[config.mk]
export PLATFORM = sky130hd
export DESIGN_NAME = motor_current_command_limiter_flat
export DESIGN_NICKNAME = d
export VERILOG_FILES = /design/src/rtl/core/mccl_pkg.sv /design/src/rtl/core/mccl_in_if.sv /design/src/rtl/core/mccl_out_if.sv /design/src/rtl/core/mccl_dpath.sv /design/src/rtl/core/mccl_ctrl.sv /design/src/rtl/core/motor_current_command_limiter.sv /design/src/flat_wrapper.sv
export SDC_FILE = /design/constraint.sdc
export NUM_CORES = 2
export LEC_CHECK = 0
export BUFFER_PORTS_ARGS = -buffer_cell sky130_fd_sc_hd__buf_2
export CAP_MARGIN = 40
export CORE_ASPECT_RATIO = 1.25
export CORE_MARGIN = 2
export CORE_UTILIZATION = 29
export CTS_CLUSTER_SIZE = 40
export DETAILED_ROUTE_END_ITERATION = 8
export SLEW_MARGIN = 20
export SYNTH_ARGS = -nofsm -noshare
export SYNTH_HDL_FRONTEND = slang
export SYNTH_SLANG_ARGS = --single-unit
[constraint.sdc]
create_clock -name clk_i -period 8.43 [get_ports clk_i]
set_input_delay 2.1075 -clock clk_i [delete_from_list [all_inputs] [get_ports clk_i]]
set_output_delay 2.1075 -clock clk_i [all_outputs]
set_load 0.01 [all_outputs]
[src/rtl/core/mccl_pkg.sv]
package mccl_pkg;

  localparam int unsigned CfgIdxW  = 3;
  localparam int unsigned CfgDataW = 16;

  // Configuration register indexes
  localparam logic [CfgIdxW-1:0] CFG_LIMIT_MODE    = 3'd0;
  localparam logic [CfgIdxW-1:0] CFG_LIMIT_CURRENT = 3'd1;
  localparam logic [CfgIdxW-1:0] CFG_SAFE_CURRENT  = 3'd2;
  localparam logic [CfgIdxW-1:0] CFG_SYS_RES       = 3'd3;
  localparam logic [CfgIdxW-1:0] CFG_DIODE_VOLTAGE = 3'd4;
  localparam logic [CfgIdxW-1:0] CFG_REDUCED_PORT  = 3'd5;

  // Limit modes
  localparam logic [1:0] MODE_NONE    = 2'd0;
  localparam logic [1:0] MODE_CURRENT = 2'd1;
  localparam logic [1:0] MODE_FUSE    = 2'd2;

  localparam logic [6:0] CMD_MAG_MAX  = 7'd127;
  localparam int unsigned DivSteps    = 7;
  localparam int unsigned CntW        = $clog2(DivSteps);

  typedef struct packed {
    logic signed [15:0] current_filtered;
    logic signed [15:0] back_emf;
    logic        [15:0] winding_resistance;
    logic        [14:0] battery_voltage;
    logic signed [15:0] rpm;
    logic signed [7:0]  present_command;
    logic               ptc_tripped;
    logic               bank_ptc_tripped;
  } in_item_t;

  typedef struct packed {
    logic signed [7:0] command_limit;
    logic              no_limit;
    logic              trip_flag;
  } out_item_t;

  typedef enum logic [3:0] {
    ST_IDLE,
    ST_DECIDE,
    ST_MUL,
    ST_NUM,
    ST_SCALE,
    ST_CMP,
    ST_DIV,
    ST_REDUCE,
    ST_STORE
  } state_e;

  typedef enum logic [3:0] {
    DP_NONE,
    DP_LOAD,
    DP_MUL,
    DP_NUM,
    DP_SCALE,
    DP_DIV_INIT,
    DP_DIV_STEP,
    DP_SET_ZERO,
    DP_SET_MAX,
    DP_REDUCE,
    DP_STORE_LIMIT,
    DP_STORE_NOLIMIT
  } dp_op_e;

  typedef struct packed {
    dp_op_e op;
    logic   sel_safe;
    logic   neg;
  } dp_cmd_t;

  typedef struct packed {
    logic [1:0] mode;
    logic       mag_gt;
    logic       mag_lt_hyst;
    logic       lim_zero;
    logic       safe_zero;
    logic       cmd_neg;
    logic       rpm_neg;
    logic       rpm_pos;
    logic       ptc;
    logic       bank;
    logic       num_zero;
    logic       num_neg;
    logic       sat;
  } dp_stat_t;

endpackage

[src/rtl/core/mccl_in_if.sv]
interface mccl_in_if import mccl_pkg::*; ();
  logic     valid;
  logic     ready;
  in_item_t data;

  modport source (output valid, output data, input ready);
  modport sink   (input valid, input data, output ready);
endinterface

[src/rtl/core/mccl_out_if.sv]
interface mccl_out_if import mccl_pkg::*; ();
  logic      valid;
  logic      ready;
  out_item_t data;

  modport source (output valid, output data, input ready);
  modport sink   (input valid, input data, output ready);
endinterface

[src/rtl/core/mccl_dpath.sv]
module mccl_dpath import mccl_pkg::*; (
  input  logic                clk_i,
  input  logic                rst_ni,
  input  logic                cfg_we_i,
  input  logic [CfgIdxW-1:0]  cfg_idx_i,
  input  logic [CfgDataW-1:0] cfg_data_i,
  input  in_item_t            item_i,
  input  dp_cmd_t             cmd_i,
  output dp_stat_t            stat_o,
  output logic signed [7:0]   limit_o,
  output logic                no_limit_o
);

  // Configuration
  logic [1:0]  mode_q;
  logic [14:0] lim_q;
  logic [14:0] safe_q;
  logic [15:0] sysres_q;
  logic [11:0] diode_q;
  logic        reduced_q;

  // Item fields
  logic signed [15:0] cur_q;
  logic signed [15:0] bemf_q;
  logic        [15:0] res_q;
  logic        [14:0] batt_q;
  logic signed [15:0] rpm_q;
  logic signed [7:0]  pcmd_q;
  logic               ptc_q;
  logic               bank_q;

  // Arithmetic
  logic        [31:0] prod_q, prod_d;
  logic        [25:0] den_q, den_d;
  logic signed [35:0] num_q, num_d;
  logic        [41:0] mag_q, mag_d;
  logic               neg_q;
  logic        [32:0] rem_q;
  logic        [31:0] dsh_q;
  logic        [6:0]  q_q, q_d;
  logic               sign_q;

  // Held limit
  logic signed [7:0]  held_limit_q;
  logic               held_nl_q;

  logic        [16:0] cur_mag;
  logic        [20:0] cur_mag10;
  logic        [20:0] lim9;
  logic        [14:0] tgt;
  logic        [16:0] rsum;
  logic        [15:0] bd_sum;
  logic        [33:0] drop;
  logic signed [35:0] bemf_k;
  logic signed [35:0] drop_s;
  logic        [34:0] abs_num;
  logic        [13:0] red_prod;
  logic        [7:0]  q_ext;

  always_ff @(posedge clk_i or negedge rst_ni) begin
    if (!rst_ni) begin
      mode_q    <= MODE_NONE;
      lim_q     <= '0;
      safe_q    <= '0;
      sysres_q  <= '0;
      diode_q   <= '0;
      reduced_q <= 1'b0;
    end else if (cfg_we_i) begin
      case (cfg_idx_i)
        CFG_LIMIT_MODE:    mode_q    <= cfg_data_i[1:0];
        CFG_LIMIT_CURRENT: lim_q     <= cfg_data_i[14:0];
        CFG_SAFE_CURRENT:  safe_q    <= cfg_data_i[14:0];
        CFG_SYS_RES:       sysres_q  <= cfg_data_i[15:0];
        CFG_DIODE_VOLTAGE: diode_q   <= cfg_data_i[11:0];
        CFG_REDUCED_PORT:  reduced_q <= cfg_data_i[0];
        default: ;
      endcase
    end
  end

  always_comb begin
    cur_mag   = cur_q[15] ? (17'd0 - {cur_q[15], cur_q}) : {1'b0, cur_q};
    cur_mag10 = 21'(cur_mag) * 21'd10;
    lim9      = 21'(lim_q) * 21'd9;

    tgt      = cmd_i.sel_safe ? safe_q : lim_q;
    rsum     = 17'(res_q) + 17'(sysres_q);
    prod_d   = 32'(tgt) * 32'(rsum);
    bd_sum   = 16'(batt_q) + 16'(diode_q);
    den_d    = 26'(bd_sum) * 26'd1000;

    drop     = 34'(prod_q) + 34'(diode_q) * 34'd1000;
    bemf_k   = {{20{bemf_q[15]}}, bemf_q} * 36'sd1000;
    drop_s   = $signed({2'b00, drop});
    // Forward drive adds the drop, reverse drive subtracts it
    num_d    = pcmd_q[7] ? (bemf_k - drop_s) : (bemf_k + drop_s);

    abs_num  = num_q[35] ? 35'(36'd0 - num_q) : 35'(num_q);
    mag_d    = {abs_num, 7'd0} - 42'(abs_num);

    red_prod = 14'(q_q) * 14'd90;
    q_ext    = {1'b0, q_q};

    q_d = q_q;
    if (rem_q >= 33'(dsh_q)) begin
      q_d = {q_q[5:0], 1'b1};
    end else begin
      q_d = {q_q[5:0], 1'b0};
    end
  end

  always_ff @(posedge clk_i) begin
    case (cmd_i.op)
      DP_LOAD: begin
        cur_q  <= item_i.current_filtered;
        bemf_q <= item_i.back_emf;
        res_q  <= item_i.winding_resistance;
        batt_q <= item_i.battery_voltage;
        rpm_q  <= item_i.rpm;
        pcmd_q <= item_i.present_command;
        ptc_q  <= item_i.ptc_tripped;
        bank_q <= item_i.bank_ptc_tripped;
      end
      DP_MUL: begin
        prod_q <= prod_d;
        den_q  <= den_d;
      end
      DP_NUM: begin
        num_q <= num_d;
      end
      DP_SCALE: begin
        mag_q <= mag_d;
        neg_q <= num_q[35];
      end
      DP_DIV_INIT: begin
        // Quotient is known to be below 128, so seven steps suffice
        rem_q  <= mag_q[32:0];
        dsh_q  <= {den_q, 6'd0};
        q_q    <= '0;
        sign_q <= neg_q;
      end
      DP_DIV_STEP: begin
        if (rem_q >= 33'(dsh_q)) begin
          rem_q <= rem_q - 33'(dsh_q);
        end
        q_q   <= q_d;
        dsh_q <= dsh_q >> 1;
      end
      DP_SET_ZERO: begin
        q_q    <= '0;
        sign_q <= 1'b0;
      end
      DP_SET_MAX: begin
        q_q    <= CMD_MAG_MAX;
        sign_q <= cmd_i.neg;
      end
      DP_REDUCE: begin
        if (reduced_q) begin
          q_q <= red_prod[13:7];
        end
      end
      default: ;
    endcase
  end

  always_ff @(posedge clk_i or negedge rst_ni) begin
    if (!rst_ni) begin
      held_limit_q <= '0;
      held_nl_q    <= 1'b1;
    end else begin
      case (cmd_i.op)
        DP_STORE_LIMIT: begin
          held_limit_q <= sign_q ? $signed(8'd0 - q_ext) : $signed(q_ext);
          held_nl_q    <= 1'b0;
        end
        DP_STORE_NOLIMIT: begin
          held_limit_q <= '0;
          held_nl_q    <= 1'b1;
        end
        default: ;
      endcase
    end
  end

  always_comb begin
    stat_o.mode        = mode_q;
    stat_o.mag_gt      = cur_mag > {2'b00, lim_q};
    stat_o.mag_lt_hyst = cur_mag10 < lim9;
    stat_o.lim_zero    = (lim_q == '0);
    stat_o.safe_zero   = (safe_q == '0);
    stat_o.cmd_neg     = pcmd_q[7];
    stat_o.rpm_neg     = rpm_q[15];
    stat_o.rpm_pos     = !rpm_q[15] && (rpm_q != '0);
    stat_o.ptc         = ptc_q;
    stat_o.bank        = bank_q;
    stat_o.num_zero    = (mag_q == '0);
    stat_o.num_neg     = neg_q;
    stat_o.sat         = mag_q >= 42'({den_q, 7'd0});
  end

  assign limit_o    = held_limit_q;
  assign no_limit_o = held_nl_q;

endmodule

[src/rtl/core/mccl_ctrl.sv]
module mccl_ctrl import mccl_pkg::*; (
  input  logic     clk_i,
  input  logic     rst_ni,
  input  logic     in_valid_i,
  output logic     in_ready_o,
  output logic     out_valid_o,
  input  logic     out_ready_i,
  output logic     trip_o,
  input  dp_stat_t stat_i,
  output dp_cmd_t  cmd_o
);

  state_e          state_q, state_d;
  logic            trip_q;
  logic            sel_safe_q;
  logic            out_valid_q;
  logic [CntW-1:0] cnt_q;

  logic slot_free;
  logic trip_new;
  logic want_calc;
  logic hold;
  logic sel;
  logic tgt_zero;
  logic mis_pos;
  logic mis_neg;

  // Decision for the item in DECIDE
  always_comb begin
    slot_free = !out_valid_q || out_ready_i;
    trip_new  = trip_q;
    want_calc = 1'b0;
    hold      = 1'b0;
    sel       = 1'b0;
    case (stat_i.mode)
      MODE_CURRENT: begin
        trip_new  = trip_q ? !stat_i.mag_lt_hyst : stat_i.mag_gt;
        want_calc = trip_new;
      end
      MODE_FUSE: begin
        hold      = stat_i.bank;
        want_calc = !stat_i.bank && stat_i.ptc;
        sel       = 1'b1;
      end
      default: ;
    endcase
    tgt_zero = sel ? stat_i.safe_zero : stat_i.lim_zero;
    mis_pos  = !stat_i.cmd_neg && stat_i.rpm_neg;
    mis_neg  = stat_i.cmd_neg && stat_i.rpm_pos;
  end

  always_comb begin
    state_d = state_q;
    case (state_q)
      ST_IDLE: begin
        if (in_valid_i) begin
          state_d = ST_DECIDE;
        end
      end
      ST_DECIDE: begin
        if (slot_free) begin
          if (!want_calc) begin
            state_d = ST_IDLE;
          end else if (tgt_zero || mis_pos || mis_neg) begin
            state_d = ST_REDUCE;
          end else begin
            state_d = ST_MUL;
          end
        end
      end
      ST_MUL:   state_d = ST_NUM;
      ST_NUM:   state_d = ST_SCALE;
      ST_SCALE: state_d = ST_CMP;
      ST_CMP: begin
        if (stat_i.num_zero || stat_i.sat) begin
          state_d = ST_REDUCE;
        end else begin
          state_d = ST_DIV;
        end
      end
      ST_DIV: begin
        if (cnt_q == CntW'(DivSteps - 1)) begin
          state_d = ST_REDUCE;
        end
      end
      ST_REDUCE: state_d = ST_STORE;
      ST_STORE:  state_d = ST_IDLE;
      default:   state_d = ST_IDLE;
    endcase
  end

  always_comb begin
    in_ready_o   = 1'b0;
    cmd_o.op     = DP_NONE;
    cmd_o.sel_safe = sel_safe_q;
    cmd_o.neg    = 1'b0;
    case (state_q)
      ST_IDLE: begin
        in_ready_o = 1'b1;
        if (in_valid_i) begin
          cmd_o.op = DP_LOAD;
        end
      end
      ST_DECIDE: begin
        if (slot_free) begin
          if (!want_calc) begin
            cmd_o.op = hold ? DP_NONE : DP_STORE_NOLIMIT;
          end else if (tgt_zero) begin
            cmd_o.op = DP_SET_ZERO;
          end else if (mis_pos || mis_neg) begin
            cmd_o.op  = DP_SET_MAX;
            cmd_o.neg = mis_neg;
          end
        end
      end
      ST_MUL:   cmd_o.op = DP_MUL;
      ST_NUM:   cmd_o.op = DP_NUM;
      ST_SCALE: cmd_o.op = DP_SCALE;
      ST_CMP: begin
        if (stat_i.num_zero) begin
          cmd_o.op = DP_SET_ZERO;
        end else if (stat_i.sat) begin
          cmd_o.op  = DP_SET_MAX;
          cmd_o.neg = stat_i.num_neg;
        end else begin
          cmd_o.op = DP_DIV_INIT;
        end
      end
      ST_DIV:    cmd_o.op = DP_DIV_STEP;
      ST_REDUCE: cmd_o.op = DP_REDUCE;
      ST_STORE:  cmd_o.op = DP_STORE_LIMIT;
      default: ;
    endcase
  end

  always_ff @(posedge clk_i or negedge rst_ni) begin
    if (!rst_ni) begin
      state_q     <= ST_IDLE;
      trip_q      <= 1'b0;
      sel_safe_q  <= 1'b0;
      out_valid_q <= 1'b0;
      cnt_q       <= '0;
    end else begin
      state_q <= state_d;
      if (state_q == ST_DECIDE && slot_free) begin
        trip_q     <= trip_new;
        sel_safe_q <= sel;
      end
      if (state_q == ST_CMP) begin
        cnt_q <= '0;
      end else if (state_q == ST_DIV) begin
        cnt_q <= cnt_q + 1'b1;
      end
      // Raise valid with the held limit; drop it once the beat is taken
      if ((state_q == ST_DECIDE && slot_free && !want_calc) || state_q == ST_STORE) begin
        out_valid_q <= 1'b1;
      end else if (out_ready_i) begin
        out_valid_q <= 1'b0;
      end
    end
  end

  assign out_valid_o = out_valid_q;
  assign trip_o      = trip_q;

endmodule

[src/rtl/core/motor_current_command_limiter.sv]
// Motor current command limiter: each accepted beat is one motor update and
// yields exactly one result beat with the command limit, the no-limit flag
// and the current-trip state. A beat that needs no safe command (no limit,
// fuse hold, untripped) gives its result from the decision state; a zero
// target or a polarity mismatch goes through reduce and store, a computed
// safe command through multiply, numerator, scale, compare, the restoring
// divider that forms one quotient bit per cycle, reduce and store, and skips
// the divider when the numerator is zero or the quotient clips. One update
// is in flight at a time; the next beat is taken in idle, reached as the
// previous result is registered. The result sits in an output register,
// and the next beat is accepted while it waits. Configuration writes take
// effect at once and should be made while the block is idle.
module motor_current_command_limiter import mccl_pkg::*; (
  input  logic                clk_i,
  input  logic                rst_ni,
  mccl_in_if.sink             in_i,
  mccl_out_if.source          out_o,
  input  logic                cfg_we_i,
  input  logic [CfgIdxW-1:0]  cfg_idx_i,
  input  logic [CfgDataW-1:0] cfg_data_i
);

  dp_cmd_t           cmd;
  dp_stat_t          stat;
  logic signed [7:0] limit;
  logic              no_limit;
  logic              trip;
  logic              in_ready;
  logic              out_valid;

  mccl_ctrl u_ctrl (
    .clk_i       (clk_i),
    .rst_ni      (rst_ni),
    .in_valid_i  (in_i.valid),
    .in_ready_o  (in_ready),
    .out_valid_o (out_valid),
    .out_ready_i (out_o.ready),
    .trip_o      (trip),
    .stat_i      (stat),
    .cmd_o       (cmd)
  );

  mccl_dpath u_dpath (
    .clk_i      (clk_i),
    .rst_ni     (rst_ni),
    .cfg_we_i   (cfg_we_i),
    .cfg_idx_i  (cfg_idx_i),
    .cfg_data_i (cfg_data_i),
    .item_i     (in_i.data),
    .cmd_i      (cmd),
    .stat_o     (stat),
    .limit_o    (limit),
    .no_limit_o (no_limit)
  );

  assign in_i.ready                = in_ready;
  assign out_o.valid               = out_valid;
  assign out_o.data.command_limit  = limit;
  assign out_o.data.no_limit       = no_limit;
  assign out_o.data.trip_flag      = trip;

endmodule
[src/flat_wrapper.sv]
// flat-port wrapper written by rule: the top's interface ports become plain ports
module motor_current_command_limiter_flat import mccl_pkg::*;
  (clk_i, rst_ni, cfg_we_i, cfg_idx_i, cfg_data_i, in_i_valid, in_i_data, in_i_ready, out_o_valid, out_o_data, out_o_ready);
  mccl_in_if in_i_i ();
  mccl_out_if out_o_i ();
  input  logic clk_i;
  input  logic rst_ni;
  input  logic cfg_we_i;
  input  logic [CfgIdxW-1:0] cfg_idx_i;
  input  logic [CfgDataW-1:0] cfg_data_i;
  input wire logic [$bits(in_i_i.valid)-1:0] in_i_valid;
  input wire logic [$bits(in_i_i.data)-1:0] in_i_data;
  output wire logic [$bits(in_i_i.ready)-1:0] in_i_ready;
  output wire logic [$bits(out_o_i.valid)-1:0] out_o_valid;
  output wire logic [$bits(out_o_i.data)-1:0] out_o_data;
  input wire logic [$bits(out_o_i.ready)-1:0] out_o_ready;
  assign in_i_i.valid = in_i_valid;
  assign in_i_i.data = in_i_data;
  assign in_i_ready = in_i_i.ready;
  assign out_o_valid = out_o_i.valid;
  assign out_o_data = out_o_i.data;
  assign out_o_i.ready = out_o_ready;
  motor_current_command_limiter u_core (.clk_i(clk_i), .rst_ni(rst_ni), .in_i(in_i_i), .out_o(out_o_i), .cfg_we_i(cfg_we_i), .cfg_idx_i(cfg_idx_i), .cfg_data_i(cfg_data_i));
endmodule
==> flow_summary.toml <==
[outcome]
status = "completed"

[setup_path]
criticalPathCategory = "reg -> reg"
cp-end-kind = "flip-flop"
worst_ep_arrival_time_ns = 8.77
cp_max_fo = 10
slowest_delay_ns = 0.58
cp-start-kind = "flip-flop"
crit_path_top_delay_cell = "fa_1"
critPathRequiredTime_ns = 8.81

[yosys]
async_flop_share = 0.217
ys_ff_latch = 369
syn_inst = 4280
synth_edf_count = 289
ys.flop_type = "edfxtp_1"
syn_nets = 5300
synth.area.top_cells = "edfxtp_1, fa_1, ha_1"
synth_area_per_cell_um2 = 9.65
yosys-top-cells-count = "inv_1, ha_1, nand2_1"
ys_seq_area_frac = 0.259
yosys.area.top_type = "edfxtp_1"
yosysWarnings = 0
yosysUniqueCellTypes = 99
synth_most_common_cell = "inv_1"
syn_area_um2 = 41300
synth.top_cell.area_share = 0.210

[clock_network]
cts_max_level = 2
ctsRootBufferMaster = "clkbuf_16"
clkTransAtPathRegs_ns = 0.06
cts_buffer_depth = 3
clk_latency_ns = 0.66
cts_sinks = 369
cts_tree = "yes"
cts_buffers = 48

[timing]
fin_skew_ns = 0.0394
tightest_slew_ns = 0.937
period_share = 0.995
slew_violations = 0
slew_headroom = 0.370
timing.final.ws_setup_ns = 0.0418
setup_viol = 0
rsz0062_at_grt = "yes"
fin_setup_tns_ns = 0
fin_crit_ns = 8.39
finalHoldViolations = 0
clock.fmax_ghz = 0.119

[routing]
viasPerCell = 4.79
dr.pass1.iters = 7
drc = 0
ant_nets = 0
wl_per_cell_um = 16.3
totalWireLength_um = 106000
via_count = 31143
dr.first_iter.drc_count = 1438

[cells_and_area]
multi_input_area_um2 = 28600
regArea_um2 = 10700
n_fill_cell = 14300
layout-drive-gt1-share = 0.132
nNetsFinal = 5615
syn2layout_area_growth_pct = 16.1

[global_routing]
grt_max_degree = 80
grt_pass1_vias = 32441
globalRoute.totalOverflow = 0
grt_pass1_wl_um = 170000
track_usage = 0.146
antenna_found_initial = 16

[placed_design]
dp_slack_ns = -0.623
place_congestion = 0.920
io_buffers = 117
detailed_place_hpwl_um = 87900

[run]
drv_cap = 0

[die]
rows = 154
die_y_um = 426
io_pins = 125
core_area_um2 = 141000
die_w_um = 342
die_area_um2 = 145000
floorplan.initialDensity = 0.292

[hold_path]
min_path_type = "reg -> reg"
[worst paths after layout]
| path | slack (ns) | cells past startpoint | from | end |
|---|---|---|---|---|
| worst max-delay path | 0.04 | 33 | u_core.u_dpath.res_q[0] | u_core.u_dpath.prod_q[31] |
| worst min-delay path | 0.46 | 2 | u_core.u_dpath.no_limit_o | u_core.u_dpath.no_limit_o |
| worst max register to register | 0.04 | 33 | u_core.u_dpath.res_q[0] | u_core.u_dpath.prod_q[31] |
| worst min register to register | 0.46 | 2 | u_core.u_dpath.no_limit_o | u_core.u_dpath.no_limit_o |
| max in group asynchronous | 6.13 | 3 | rst_ni | u_core.u_dpath.sysres_q[14] |
| min in group asynchronous | 1.36 | 1 | rst_ni | u_core.u_dpath.limit_o[1] |
[per-stage QoR]
stage | hold slack (ns) | instance area, µm² | util | instances
3_5_place_dp | 0.453 | 45700 | 0.323 | 6398
6_report | 0.457 | 47900 | 0.339 | 6507
2_1_floorplan | 0.442 | 41400 | - | 4280
5_1_grt | 0.491 | 47900 | 0.339 | 6506
4_1_cts | 0.462 | 47500 | 0.336 | 6493
3_3_place_gp | 0.450 | 45600 | 0.323 | 6390
[per-layer routing]
metal  track usage  routed length, µm  vias up
li1              -                  -    15238
met1         0.169              44100    15161
met2         0.271              54100      538
met3        0.0219               3980      200
met4        0.0528               4070        6
met5             0                 35        -
[placed cells by master, fill, tap and decap left out, types with 15 or more instances in the layout]
master,n
fa_1,355
and2_1,22
o31ai_1,24
o211ai_1,15
a21o_1,88
and3_1,16
a21oi_1,220
o21ai_1,22
o21a_1,22
nand3_1,58
nand2_1,387
buf_4,229
xnor2_1,232
o21ai_0,222
buf_2,117
nor4_1,31
nand2b_1,73
nor3_1,66
xor2_1,100
inv_1,567
edfxtp_1,289
a21oi_2,21
mux2_2,37
a211oi_1,22
o21bai_1,42
or2_2,17
or3_1,26
nor2_1,260
clkbuf_16,49
ha_1,540
dfrtp_1,78
nor2b_1,61
nand4_1,24
[worst max-delay path: cells and delay by family, from the launching register on]
family / cells / cell delay, ns
buffers and inverters: 3 / 0.43
flip-flops: 1 / 0.39
AO/OA/AOI/OAI: 18 / 3.12
XOR/XNOR: 2 / 0.29
adder cells (fa/ha/maj): 9 / 3.76
AND/OR/NAND/NOR: 1 / 0.08
[logic make-up (layout without fill, tap and decap cells)]
family | after synthesis | after routing | synth area share
other | 1 | 2 | 0.0000908
and+or+nand+nor | 1104 | 1104 | 0.127
buffers and inverters | 662 | 1016 | 0.0606
AOI/OAI and AO/OA | 847 | 847 | 0.128
adders and majority gates | 907 | 907 | 0.339
muxes | 50 | 50 | 0.0132
xor gates and xnor gates | 340 | 340 | 0.0725
DFF | 369 | 369 | 0.259
[flip-flops by register name, summed over array words and instances, names as in the netlist, 23 cells and up]
signal	count
u_core.u_dpath.num_q	36
u_core.u_dpath.prod_q	32
u_core.u_dpath.rem_q	33
u_core.u_dpath.dsh_q	32
u_core.u_dpath.mag_q	42
u_core.u_dpath.den_q	23
[what timing repair did]
| action | CTS | global route |
|---|---|---|
| hold buffers | 0 | 0 |
| endpoints found under the setup margin | 16 | 21 |
| pin swaps | 44 | 94 |
| buffers inserted | 6 | 12 |
| gates resized for setup | 33 | 67 |
[cell type report]
class | instances | area share
inverter | 575 | 0.0451
timing repair buffer | 352 | 0.0502
clock buffer | 63 | 0.0275
tap | 1872 | 0.0489
multi-input combinational | 3249 | 0.598
clock inverter | 26 | 0.00778
antenna | 1 | 0.0000522
sequential | 369 | 0.223
Power is not shown: default switching activity piles up to over one toggle a cycle in this logic, so the estimate is an artifact.
